## config.mk

```make
export PLATFORM = sky130hd
export DESIGN_NAME = jvpd_ram
export DESIGN_NICKNAME = d
export VERILOG_FILES = /design/src/sv/joint_velocity_pd_task_core_macros.svh /design/src/sv/jvpd_ram.sv
export SDC_FILE = /design/constraint.sdc
export NUM_CORES = 2
export LEC_CHECK = 0
export BUFFER_PORTS_ARGS = -buffer_cell sky130_fd_sc_hd__buf_2
export CORE_UTILIZATION = 30
export CTS_CLUSTER_SIZE = 14
export DETAILED_ROUTE_END_ITERATION = 10
export PLACE_DENSITY = 0.51
export SLEW_MARGIN = 5
export SYNTH_ARGS = -nofsm -noshare
export SYNTH_HDL_FRONTEND = slang
export SYNTH_SLANG_ARGS = --single-unit
```

## constraint.sdc

```tcl
create_clock -name clk -period 7.39 [get_ports clk]
set_clock_uncertainty 0.05 [all_clocks]
set_input_delay 2.217 -clock clk [delete_from_list [all_inputs] [get_ports clk]]
set_output_delay 2.217 -clock clk [all_outputs]
set_load 0.05 [all_outputs]
```

## src/sv/joint_velocity_pd_task_core_macros.svh

```systemverilog
// ----------------------------------------------------------------------------
// Joint velocity PD core assertion macros
// Shorthand for the concurrent checks of the core. Both macros sample on the
// rising edge of clk and are disabled while arst_n is low.
// ----------------------------------------------------------------------------
`ifndef JOINT_VELOCITY_PD_TASK_CORE_MACROS_SVH
`define JOINT_VELOCITY_PD_TASK_CORE_MACROS_SVH

// Consequent checked in the same cycle as the antecedent (or after an explicit delay).
`define JVPD_ASSERT_IMP(label, ante, cons, msg) \
	label: assert property (@(posedge clk) disable iff (!arst_n) (ante) |-> cons) \
		else $error(msg);

// Consequent checked in the cycle after the antecedent.
`define JVPD_ASSERT_NXT(label, ante, cons, msg) \
	label: assert property (@(posedge clk) disable iff (!arst_n) (ante) |=> cons) \
		else $error(msg);

`endif

```

## src/sv/jvpd_ram.sv

```systemverilog
// ----------------------------------------------------------------------------
// Generic RAM
// One write port and one read port, read data registered.
// A read and a write of the same entry in one cycle return the old contents.
// ----------------------------------------------------------------------------
module jvpd_ram #(
	parameter int WIDTH = 64,
	parameter int DEPTH = 32,
	localparam int AW = (DEPTH > 1) ? $clog2(DEPTH) : 1
) (
	input  logic             clk,
	input  logic             we,
	input  logic [AW-1:0]    waddr,
	input  logic [WIDTH-1:0] wdata,
	input  logic [AW-1:0]    raddr,
	output logic [WIDTH-1:0] rdata
);

	logic [WIDTH-1:0] mem [DEPTH];

	// Write port and registered read port.
	always_ff @(posedge clk) begin
		if (we) begin
			mem[waddr] <= wdata;
		end
		rdata <= mem[raddr];
	end

endmodule

```

; ---- Word-level counts from Yosys, hierarchy flattened
; Memories as Yosys holds them, arrays and structs flattened. A register that Yosys moved wholly into a read port is not among the register bits.
; Cells that the tools add are included.
[totals]
ff_bits = 0
latchBits = 0
ram_bits = 2048
romBits = 0
inputBits = 76
out_inout_bits = 64
elab_cells = 3
n_memories = 1
[memory_table]
columns = memory, depth, word_bits, rd, rd_ports_with_merged_regs, write_ports, line
row1 = mem, 32, 64, 1, 1, 1, jvpd_ram.sv:19  ; logic [WIDTH-1:0] mem [DEPTH];
[classes]
n_addsub = 0
mul = 0
div_mod_pow = 0
order_cmp = 0
n_eq_ne = 0
n_shift = 0
mux = 2
bitwise_logic = 0
n_reduce_logical = 0
[ops]
columns = op, n
row1 = $mux 1, 2

; ---- Depth between registers and ports, before layout
[depth]
depth_word = 2
mapped_depth = 9
mapped_depth_nobuf = 4

; ---- Least setup slack after synthesis
; OpenSTA, ideal clock, no wires.
[synth_path]
kind = input-to-reg
start = in waddr[1]
end = mem mem[12][0], enable pin
setup_time_ns = 0.486
arrival_ns = 5.553
required_ns = 6.854
slack_ns = 1.301
path_stages = 3
path_buffers = 1
path_cell_list = or3b_2 clkbuf_1 nor2_1
[synth_rtl]
columns = element, line
row1 = "start, declared", jvpd_ram.sv:13  ; input logic [AW-1:0] waddr,
row2 = "end, declared", jvpd_ram.sv:19
; Straight into the memory's write port.

; ---- Final worst setup path
[layout_path]
start = in waddr[0]
end = mem mem[6][0], enable pin
; Straight into the memory's write port.

==> results_tabular.tex <==
\begin{tabular}{lr}
\hline
Metric & Value \\
\hline
\multicolumn{2}{l}{\textbf{Power}} \\
Total leakage power & 0.0281 uW \\
Max IR drop VDD & 224 uV \\
P per Cell Area & 277 nW/um2 \\
\multicolumn{2}{l}{\textbf{Status}} \\
Run status & finished clean \\
\multicolumn{2}{l}{\textbf{Worst setup path}} \\
Worst setup EP type & register \\
Crit Path Category & in2reg \\
Critical path peak fanout & 20 \\
Critical path data required time & 7810 ps \\
Worst Setup Start Kind & input pin \\
Arrival time worst endpoint & 4630 ps \\
\multicolumn{2}{l}{\textbf{Routing}} \\
Number of remaining DRC errors & 0 \\
Via density & 4.96 \\
Count of routing violations after the opening detailed-route iteration & 3725 \\
Antenna violation net count after detailed routing & 0 \\
Routed len/inst & 29.5 um \\
Vias & 35100 \\
Routed wire length & 208000 um \\
Detailed-routing iteration count for the pre-antenna-repair pass & 5 \\
\multicolumn{2}{l}{\textbf{STA}} \\
Count of endpoints failing setup in the final report & 0 \\
Slew of the pin with the lowest slew margin & 1190 ps \\
Number of hold-slack violations in the final timing report & 0 \\
Min Tclk post-route & 4210 ps \\
Timing-limited maximum frequency & 0.237 GHz \\
Final count of pins violating max slew & 0 \\
RSZ-0062 raised after global routing & no \\
WHS & 781 ps \\
Final period utilization & 57.0\% \\
TNS Setup & 0 ps \\
Worst slew slack as a fraction of its limit & 20.6\% \\
\multicolumn{2}{l}{\textbf{Clocking}} \\
Clock buffer depth & 3 \\
CTS Root Cell & sky130\_fd\_sc\_hd\_\_clkbuf\_16 \\
Post-CTS Repair Setup Buffers & 0 \\
Clock-pin slew on the worst setup and hold paths & 60 ps \\
Count of instances resized after the clock tree is built & 0 \\
CTS tree & done \\
Clock Latency Late Sink & 830 ps \\
Number of clock sinks seen by CTS & 2112 \\
Total number of H-tree levels & 4 \\
Hold-fix buffers, CTS & 0 \\
Number of buffers created by CTS & 213 \\
\multicolumn{2}{l}{\textbf{Finish}} \\
Post-layout nets & 3471 \\
Most frequent cells in the layout & 2048 x sky130\_fd\_sc\_hd\_\_edfxtp\_1, 602 x sky130\_fd\_sc\_hd\_\_mux4\_2, 214 x sky130\_fd\_sc\_hd\_\_clkbuf\_16 \\
Filler cells & 23900 \\
Most common library cell in the layout ignoring fill and taps & sky130\_fd\_sc\_hd\_\_edfxtp\_1 \\
Layout-stage area growth over the synthesis result & 16.2\% \\
Share of layout cells above drive strength 1 & 34.6\% \\
\multicolumn{2}{l}{\textbf{Placement}} \\
Number of I/O port buffers & 139 \\
Placer congestion estimate & 0.703 \\
HPWL Detailed & 106000 um \\
\multicolumn{2}{l}{\textbf{Synthesis}} \\
Number of register bits inferred by synthesis & 2112 \\
Area of the mapped netlist & 79000 um2 \\
Dominant combinational cell family by area after synthesis & multiplexers \\
Count of warnings emitted by yosys & 0 \\
Mean post-synth cell area & 25.5 um2 \\
Simple logic cell fraction of the synthesized area & 0.379\% \\
Main synth FF type & sky130\_fd\_sc\_hd\_\_edfxtp\_1 \\
Fraction of synthesis flops using an asynchronous set or reset pin & 0\% \\
Post-synth EDFFs & 2048 \\
Post-synthesis xor/xnor area fraction & 0\% \\
Share of the yosys chip area belonging to registers & 79.5\% \\
Cell count after synthesis & 3097 \\
Fraction of synthesized area in multiplexers & 18.7\% \\
Library cells used by synthesis & 31 \\
Number of nets produced by synthesis & 3173 \\
Compound-gate portion of the synthesized area & 0.466\% \\
Post-synthesis adder-cell area fraction & 0\% \\
\multicolumn{2}{l}{\textbf{Run}} \\
Max-cap violations & 0 \\
\multicolumn{2}{l}{\textbf{GRT}} \\
Global-route wire length before repair & 292000 um \\
Vias in the first global route & 36500 \\
Pin count of the biggest net entering global routing & 77 \\
Overflow left after global routing & 0 \\
Number of antenna violations at the first check in global routing & 31 \\
Overall Global Routing Usage & 15.7\% \\
\multicolumn{2}{l}{\textbf{Floorplanning}} \\
Core Region & 261000 um2 \\
DIE WIDTH & 515 um \\
Initial standard-cell utilization of the core & 30.3\% \\
Die height & 515 um \\
Number of core rows & 187 \\
Total Die Area & 265000 um2 \\
IO Count & 140 \\
\multicolumn{2}{l}{\textbf{Min path}} \\
Min-delay worst type & reg2reg \\
\hline
\end{tabular}
-- critical path, stage by stage --
cell	delay, ps
sky130_fd_sc_hd__buf_2	150
sky130_fd_sc_hd__nand3b_1	660
sky130_fd_sc_hd__nor2_4	1090
sky130_fd_sc_hd__buf_4	470
-- worst paths after layout --
kind	to	depth (start not counted)	from	slack, ps
setup reg to reg	rdata[43]	3	mem[2][43]	5450
hold / removal	rdata[25]	4	mem[14][25]	780
setup / recovery	mem[6][0]	4	waddr[0]	3180
hold reg to reg	rdata[25]	4	mem[14][25]	780
-- through the flow --
step,power (uW),setup slack [ps],utilization (%),cell area [um2],std cells
after floorplan,14500,1300,-,79000,3097
after global placement,15000,2290,32.5,84800,6676
after detailed placement,15000,2290,32.5,84800,6676
after CTS,25700,3200,35.2,91700,7072
after global routing,26200,3110,35.2,91700,7073
final,25400,3180,35.2,91700,7075
-- synthesized netlist by cell type (3+ instances only) --
cell type | number | area (um2)
sky130_fd_sc_hd__a22oi_1 | 3 | 22.5
sky130_fd_sc_hd__dfxtp_1 | 64 | 1280
sky130_fd_sc_hd__mux2i_1 | 38 | 380
sky130_fd_sc_hd__nand2_1 | 3 | 11.3
sky130_fd_sc_hd__o22ai_1 | 10 | 62.6
sky130_fd_sc_hd__o31a_1 | 3 | 26.3
sky130_fd_sc_hd__buf_6 | 3 | 33.8
sky130_fd_sc_hd__mux2_2 | 74 | 833
sky130_fd_sc_hd__nand3b_1 | 5 | 37.5
sky130_fd_sc_hd__mux4_2 | 602 | 13600
sky130_fd_sc_hd__o21ai_0 | 9 | 45.0
sky130_fd_sc_hd__o221ai_1 | 3 | 26.3
sky130_fd_sc_hd__o211ai_1 | 3 | 22.5
sky130_fd_sc_hd__a211oi_1 | 3 | 22.5
sky130_fd_sc_hd__nor2_1 | 41 | 154
sky130_fd_sc_hd__and2_1 | 3 | 18.8
sky130_fd_sc_hd__nor2b_1 | 4 | 25.0
sky130_fd_sc_hd__buf_4 | 14 | 105
sky130_fd_sc_hd__buf_2 | 65 | 325
sky130_fd_sc_hd__a221oi_1 | 12 | 105
sky130_fd_sc_hd__clkbuf_1 | 55 | 206
sky130_fd_sc_hd__edfxtp_1 | 2048 | 61500
sky130_fd_sc_hd__o2bb2ai_1 | 3 | 26.3
sky130_fd_sc_hd__buf_1 | 19 | 71.3
-- report_power, final --
part	switching, uW	internal, uW
registers	78.7	13300
clock network	4600	6110
logic	823	506
-- final cells by class --
type                            instances  area (um2)  share of cell area (%)
Antenna cell                            3        7.51                 0.00818
Clock buffer                          293        5740                    6.26
Clock inverter                        103        1140                    1.25
Inverter                                1        3.75                 0.00409
Multi-Input combinational cell        828       15700                    17.1
Sequential cell                      2112       62800                    68.4
Tap cell                             3496        4370                    4.77
Timing Repair Buffer                  239        1990                    2.17
-- routing by layer --
metal	global-route usage (%)	part of all wire, %
met1	22.3	45
met2	25.4	48
met3	2.61	5.5
met4	3.12	1.6
met5	0	0.030
-- cell families after synthesis --
logic type | after synthesis
buffers and inverters | 157
muxes | 714
AOI/OAI and AO/OA | 50
and+or+nand+nor | 64
DFF | 2112
-- sequential cells by signal (all words and copies together), names as in the netlist --
signal,count
rdata,64
mem,2048
Note: power is estimated with default switching activity, not from simulation.
