[config.mk]
export PLATFORM = sky130hd
export DESIGN_NAME = jvpd_out_fifo
export DESIGN_NICKNAME = d
export VERILOG_FILES = /design/src/sv/joint_velocity_pd_task_core_macros.svh /design/src/sv/jvpd_pkg.sv /design/src/sv/jvpd_out_fifo.sv
export SDC_FILE = /design/constraint.sdc
export NUM_CORES = 1
export LEC_CHECK = 0
export BUFFER_PORTS_ARGS = -buffer_cell sky130_fd_sc_hd__buf_2
export CORE_MARGIN = 3
export CORE_UTILIZATION = 55
export CTS_CLUSTER_DIAMETER = 80
export DETAILED_ROUTE_END_ITERATION = 6
export PLACE_DENSITY_LB_ADDON = 0.3
export REMOVE_ABC_BUFFERS = 1
export SLEW_MARGIN = 20
export SYNTH_ARGS = -nofsm -noshare
export SYNTH_HDL_FRONTEND = slang
export SYNTH_SLANG_ARGS = --single-unit
export TNS_END_PERCENT = 1
[constraint.sdc]
create_clock -name clk -period 4.3 [get_ports clk]
set_input_delay 0.215 -clock clk [delete_from_list [all_inputs] [get_ports clk]]
set_output_delay 0.215 -clock clk [all_outputs]
set_load 0.02 [all_outputs]
[src/sv/joint_velocity_pd_task_core_macros.svh]
// ----------------------------------------------------------------------------
// Joint velocity PD core assertion macros
// Shorthand for the concurrent checks of the core. Both macros sample on the
// rising edge of clk and are disabled while arst_n is low.
// ----------------------------------------------------------------------------
`ifndef JOINT_VELOCITY_PD_TASK_CORE_MACROS_SVH
`define JOINT_VELOCITY_PD_TASK_CORE_MACROS_SVH

// Consequent checked in the same cycle as the antecedent (or after an explicit delay).
`define JVPD_ASSERT_IMP(label, ante, cons, msg) \
	label: assert property (@(posedge clk) disable iff (!arst_n) (ante) |-> cons) \
		else $error(msg);

// Consequent checked in the cycle after the antecedent.
`define JVPD_ASSERT_NXT(label, ante, cons, msg) \
	label: assert property (@(posedge clk) disable iff (!arst_n) (ante) |=> cons) \
		else $error(msg);

`endif

[src/sv/jvpd_pkg.sv]
// ----------------------------------------------------------------------------
// Joint velocity PD package
// Shared constants, codes, stage structs and Q16.16 arithmetic helpers.
// ----------------------------------------------------------------------------
package jvpd_pkg;

	// Default configuration of the core.
	localparam int JVPD_JOINTS     = 32;
	localparam int JVPD_FIFO_DEPTH = 4;

	// Register reset values.
	localparam logic [31:0] JVPD_TIME_STEP_RST     = 32'd4294967;
	localparam logic [31:0] JVPD_INV_TIME_STEP_RST = 32'd65536000;
	localparam logic [31:0] JVPD_JOINT_MASK_RST    = 32'hFFFF_FFFF;

	// Saturation limits in the wide product domain.
	localparam logic signed [65:0] S32_MAX66 = 66'sd2147483647;
	localparam logic signed [65:0] S32_MIN66 = -66'sd2147483648;

	// Item kinds.
	typedef enum logic {
		REQ_SAMPLE = 1'b0,
		REQ_GAIN   = 1'b1
	} req_t;

	// Configuration register indexes.
	typedef enum logic [1:0] {
		CFG_TIME_STEP     = 2'd0,
		CFG_INV_TIME_STEP = 2'd1,
		CFG_JOINT_MASK    = 2'd2
	} cfg_reg_t;

	// Sample entering the arithmetic pipeline, with its joint's stored state.
	typedef struct packed {
		logic              v;
		logic [4:0]        joint;
		logic signed [31:0] err;
		logic signed [31:0] prev;
		logic signed [31:0] integ;
		logic signed [31:0] kp;
		logic signed [31:0] kd;
	} samp_t;

	// Write-back of one joint's error state.
	typedef struct packed {
		logic              we;
		logic [4:0]        joint;
		logic signed [31:0] prev;
		logic signed [31:0] integ;
	} wb_t;

	// One result item.
	typedef struct packed {
		logic [4:0]        joint;
		logic signed [31:0] accel;
		logic signed [31:0] vel_err;
		logic signed [31:0] pos_err;
		logic              active;
		logic [4:0]        slot;
	} res_t;

	// Clamp a wide signed value to the signed 32-bit range.
	function automatic logic signed [31:0] sat32(input logic signed [65:0] v);
		logic signed [31:0] r;
		if (v > S32_MAX66) begin
			r = 32'sh7FFF_FFFF;
		end else if (v < S32_MIN66) begin
			r = 32'sh8000_0000;
		end else begin
			r = 32'(v);
		end
		return r;
	endfunction

	// Signed 33 x 33 bit product.
	function automatic logic signed [65:0] mul33(input logic signed [32:0] a,
			input logic signed [32:0] b);
		logic signed [65:0] ax;
		logic signed [65:0] bx;
		ax = 66'(a);
		bx = 66'(b);
		return ax * bx;
	endfunction

	// Divide by 2^16, rounding to nearest with ties away from zero.
	function automatic logic signed [65:0] rnd16(input logic signed [65:0] p);
		logic signed [65:0] t;
		t = p + 66'sh8000 - $signed({65'd0, p[65]});
		return t >>> 16;
	endfunction

	// Divide by 2^32, rounding to nearest with ties away from zero.
	function automatic logic signed [65:0] rnd32(input logic signed [65:0] p);
		logic signed [65:0] t;
		t = p + 66'sh8000_0000 - $signed({65'd0, p[65]});
		return t >>> 32;
	endfunction

	// Number of set mask bits below bit j, counted by nibbles then summed.
	function automatic logic [4:0] count_below(input logic [31:0] mask,
			input logic [4:0] j);
		logic [31:0] m;
		logic [2:0]  nib [8];
		logic [5:0]  c;
		for (int i = 0; i < 32; i++) begin
			m[i] = mask[i] & (5'(i) < j);
		end
		for (int n = 0; n < 8; n++) begin
			nib[n] = 3'(m[4*n]) + 3'(m[4*n+1]) + 3'(m[4*n+2]) + 3'(m[4*n+3]);
		end
		c = '0;
		for (int n = 0; n < 8; n++) begin
			c = c + 6'(nib[n]);
		end
		return 5'(c);
	endfunction

endpackage

[src/sv/jvpd_out_fifo.sv]
// ----------------------------------------------------------------------------
// Joint velocity PD result queue
// Small register queue that holds finished result items while the receiver
// stalls. The producer never pushes into a full queue.
// ----------------------------------------------------------------------------
module jvpd_out_fifo
	import jvpd_pkg::*;
#(
	parameter int DEPTH = JVPD_FIFO_DEPTH
) (
	input  logic clk,
	input  logic arst_n,
	input  logic push,
	input  res_t push_data,
	output logic out_valid,
	input  logic out_ready,
	output res_t out_data
);

	localparam int PW = (DEPTH > 1) ? $clog2(DEPTH) : 1;

	res_t          entry_q [DEPTH];
	logic [PW-1:0] wr_ptr_q, rd_ptr_q;
	logic [PW:0]   cnt_q;
	logic          pop;

	always_comb begin
		out_valid = (cnt_q != '0);
		out_data  = entry_q[rd_ptr_q];
		pop       = out_valid && out_ready;
	end

	// Pointers wrap at the queue depth.
	always_ff @(posedge clk or negedge arst_n) begin
		if (!arst_n) begin
			wr_ptr_q <= '0;
			rd_ptr_q <= '0;
			cnt_q    <= '0;
		end else begin
			if (push) begin
				wr_ptr_q <= (wr_ptr_q == PW'(DEPTH - 1)) ? '0 : wr_ptr_q + 1'b1;
			end
			if (pop) begin
				rd_ptr_q <= (rd_ptr_q == PW'(DEPTH - 1)) ? '0 : rd_ptr_q + 1'b1;
			end
			cnt_q <= cnt_q + (PW + 1)'(push) - (PW + 1)'(pop);
		end
	end

	// Entry storage.
	always_ff @(posedge clk) begin
		if (push) begin
			entry_q[wr_ptr_q] <= push_data;
		end
	end

endmodule
* Yosys cells after proc, flatten, opt, wreduce, memory -nomap -nowiden
Memory sizes are Yosys's and may differ from the RTL's.
Index checks and enable logic that the tools add are counted.
** Word-level totals
- Register bits after elaboration :: 7
- RAM bits :: 428
- Output and inout bits :: 108
- Bits in read-only memories :: 0
- Input port bits :: 111
- Latch bits :: 0
- Memories kept :: 1
** Memories
- entry_q :: words 4, bits a word 107, read ports 1, clocked after memory_dff 0, write ports 1, line jvpd_out_fifo.sv:22 : res_t entry_q [DEPTH];
** Operators by class
- Reductions and logical operators :: 2
- Add/sub/neg operators :: 4
- Eq/ne operators :: 2
- Mux-type cells :: 4
- Multipliers :: 0
- Divide/modulo/power cells :: 0
- Order comparisons :: 0
- Bitwise logic cells :: 0
- Shift-type cells :: 0
** Operator list (count)
- 2-bit by 1-bit adder with 2-bit output (second input constant) :: 2
- 2-bit == test (second input constant) :: 2
- 2-bit two-way mux :: 2
- 3-bit by 1-bit adder with 3-bit output :: 1
- 3-bit nonzero test :: 1
- 3-bit by 1-bit subtractor with 3-bit output :: 1
- 1-bit two-way mux :: 2
- 1-bit logical AND :: 1

* Longest topological paths before layout
- Depth in word-level cells :: 3
- Depth in mapped cells :: 9
- Mapped depth without buffers :: 9

* Worst setup path after synthesis
No wires, ideal clock.
- Path type :: register to register
- Start :: register wr_ptr_q[0]
- End :: memory entry_q[0][0] (netlist name) (enable)
- Clock period less this slack :: 3565 ps
- Slack :: 735 ps
- Data arrival time :: 3087 ps
- Stages on the path, launching flop included :: 4
- Path through :: dfrtp_1 -> inv_1 -> ha_1 -> and2_1
** RTL lines
- start, declared :: line jvpd_out_fifo.sv:23 : logic [PW-1:0] wr_ptr_q, rd_ptr_q;
- start signal, assigned :: line jvpd_out_fifo.sv:41 : wr_ptr_q <= (wr_ptr_q == PW'(DEPTH - 1)) ? '0 : wr_ptr_q + 1'b1;
- end, declared :: line jvpd_out_fifo.sv:22
No word-level cell before the write port.

==> results.yml <==
status:
  status: "completed"
setup_path:
  cp_max_fo: 39
  reg2reg_setup_slack_ps: 1980
  worstPathArrival_ps: 2640
  end_kind: "output pin"
  max_stage_delay_ps: 930
  critPathCapture: "out_data[83]"
  critPathTopFamily: "flip-flops"
  cp.depth: 3
  crit_slowest_cell: "dfrtp_4"
  required_ps: 4090
  rr_startpoint: "cnt_q[1]$_DFF_PN0_"
  reg2regPathDepth: 9
  crit_chain: "buf_12 > mux4_2 > buf_2"
  timing.rr.end: "cnt_q[2]$_DFF_PN0_"
  critPathBufInv: 2
  startpoint: "rd_ptr_q[0]$_DFFE_PN0P_"
  crit_path_start_kind: "flop"
  crit_type: "flop to output pin"
detailed_routing:
  totalWireLength_mm: 30.25
  drtPass1Iterations: 5
  via_count: 7519
  ant_nets: 0
  drtIter0Drc: 654
  vias_per_cell: 5.508
  drc: 0
  wl_per_cell_um: 22.16
place:
  pre_cts_ws_ps: 1896
  dp_hpwl_mm: 17.10
  placed_cell_area_um2: 17390
  placedCellCount: 1176
  gp_congestion: 0.7218
  port_buffers: 218
floorplanning:
  io_pins: 219
  die-width_um: 175.7
  die_area_um2: 30860
  die_h_um: 175.7
  start_util_pct: 56.37
  num_rows: 61
  core_um2: 28090
clock_tree:
  cts_tree: "done"
  root_buffer: "clkbuf_16"
  clockBufferDepth: 3
  cts_made_buffers: 43
  cts_sinks: 435
  cts_htree_levels: 2
  cts_setup_buffers: 0
  cts_resized: 0
  path_clk_slew_ps: 60
  holdBufCountCts: 109
  worstSkewPairLatency_ps: 520
cells_and_area:
  multi_input_area_um2: 2633
  regArea_um2: 13040
  final_layout_size_suffix_gt1_share_pct: 40.37
  final_core_util_pct: 70.61
  layoutNonFillerInstCount: 1365
  final_net_count: 1072
  fin_area_um2: 19830
  area_growth_pct: 25.26
  fillers: 1707
synthesis:
  syn-cell-area_um2: 15830
  postSynthAreaPerCell_um2: 26.56
  ys_seq_area_share_pct: 82.28
  synthDistinctLibCells: 20
  synth_seq_cells: 435
  yosys_warnings: 0
  syn_inst: 596
grt:
  grt_pass1_wl_mm: 46.87
  gr-usage-all-layers_pct: 19.90
  grt_max_degree: 69
  grt-ovfl-total: 0
  first_global_vias: 8241
  antenna_found_initial: 1
power:
  power_density_nw_per_um2: 665.0
  leakage_nw: 6.845
  ir_worst_vdd_uv: 611.2
timing:
  fmax_mhz: 350.4
  min_period_over_period_pct: 66.37
  skew_ps: 13.20
  fin_crit_ps: 2854
  hold_viol: 0
  setup_violations: 0
  rsz0062_at_grt: "no"
  tightestPinTransition_ps: 847.1
  maxSlewViolCount: 0
  maxSlewHeadroom_pct: 43.53
  fin_ws_ps: 1446
run:
  maxCapViolCount: 0
min_path:
  hold_path.class: "input port to async pin"
cells in the final DEF (no fill, tap or decap), types with 4 or more instances in the layout:
master	instances
clkinv_1	9
clkinv_2	6
ha_1	7
and2_4	4
dfrtp_1	5
buf_2	218
buf_12	6
edfxtp_1	428
inv_1	7
mux4_2	107
clkbuf_16	45
dlygate4sd3_1	109
clkbuf_1	14
how the worst min path moves through the flow:
stage          slack (ps)  cells after the start                       to
3_3_place_gp           50                      1       cnt_q[0]$_DFF_PN0_
4_1_cts                60                      2  wr_ptr_q[1]$_DFFE_PN0P_
6_report               60                      2  wr_ptr_q[1]$_DFFE_PN0P_
3_5_place_dp           60                      1  wr_ptr_q[1]$_DFFE_PN0P_
5_1_grt                70                      2  wr_ptr_q[1]$_DFFE_PN0P_
2_1_floorplan         -80                      0       cnt_q[0]$_DFF_PN0_
cell usage after synthesis:
master | instances | share of area [%]
edfxtp_1 | 428 | 81
mux4_2 | 107 | 15
buf_2 | 11 | 0.35
dfrtp_1 | 7 | 1.1
ha_1 | 7 | 0.55
inv_1 | 7 | 0.17
buf_4 | 6 | 0.28
and2_1 | 4 | 0.16
clkbuf_1 | 4 | 0.095
buf_8 | 2 | 0.19
mux2_2 | 2 | 0.14
o21ai_0 | 2 | 0.063
xnor2_1 | 2 | 0.11
buf_6 | 1 | 0.071
fa_1 | 1 | 0.13
nand2_1 | 1 | 0.024
nor2_1 | 1 | 0.024
o31ai_1 | 1 | 0.047
or3_1 | 1 | 0.040
or3b_2 | 1 | 0.055
where the power goes:
part / total, mW / internal (mW) / switching (mW)
clock network: 3.46 / 2.03 / 1.43
registers: 5.79 / 5.44 / 0.351
logic: 3.94 / 1.70 / 2.24
total: 13.2 / 9.17 / 4.02
layout make-up:
class / count / area share (%)
sequential: 435 / 65.73
multi-input combinational: 130 / 13.27
timing repair buffer: 336 / 11.82
clock buffer: 59 / 5.943
tap: 378 / 2.385
clock inverter: 19 / 0.7003
inverter: 7 / 0.1325
antenna: 1 / 0.01262
cells by family (layout without fill, tap and decap cells):
logic type               after synthesis  count (layout)  synth area share, %
multiplexers                         109             109                15.36
adder cells (fa/ha/maj)                8               8               0.6796
flip-flops                           435             435                82.28
AO/OA/AOI/OAI                          3               3               0.1107
AND/OR/NAND/NOR                        8               8               0.3003
other                                  0               1                    0
XOR/XNOR                               2               2               0.1107
buffers and inverters                 31             421                1.154
registers in the layout, summed over array words and instances (netlist names):
register and cells:
entry_q 428, wr_ptr_q 2, rd_ptr_q 2, cnt_q 3
per-layer routing:
| layer | vias up | share of wire, % | track usage, % |
|---|---|---|---|
| met3 | 53 | 6.9 | 4.518 |
| met1 | 3909 | 40 | 26.66 |
| met5 | - | 0 | 0 |
| met2 | 264 | 51 | 33.81 |
| met4 | 0 | 2.1 | 5.048 |
| li1 | 3293 | - | - |
per-stage QoR:
step,TNS [ps],hold WS [ps],power [mW]
floorplan,-90940,-80.59,8.631
global placement,0,49.42,9.680
detailed placement,0,56.76,9.787
CTS,0,57.91,13.35
global route,0,71.62,13.80
finish,0,64.01,13.19
(Power assumes the default switching activity.)
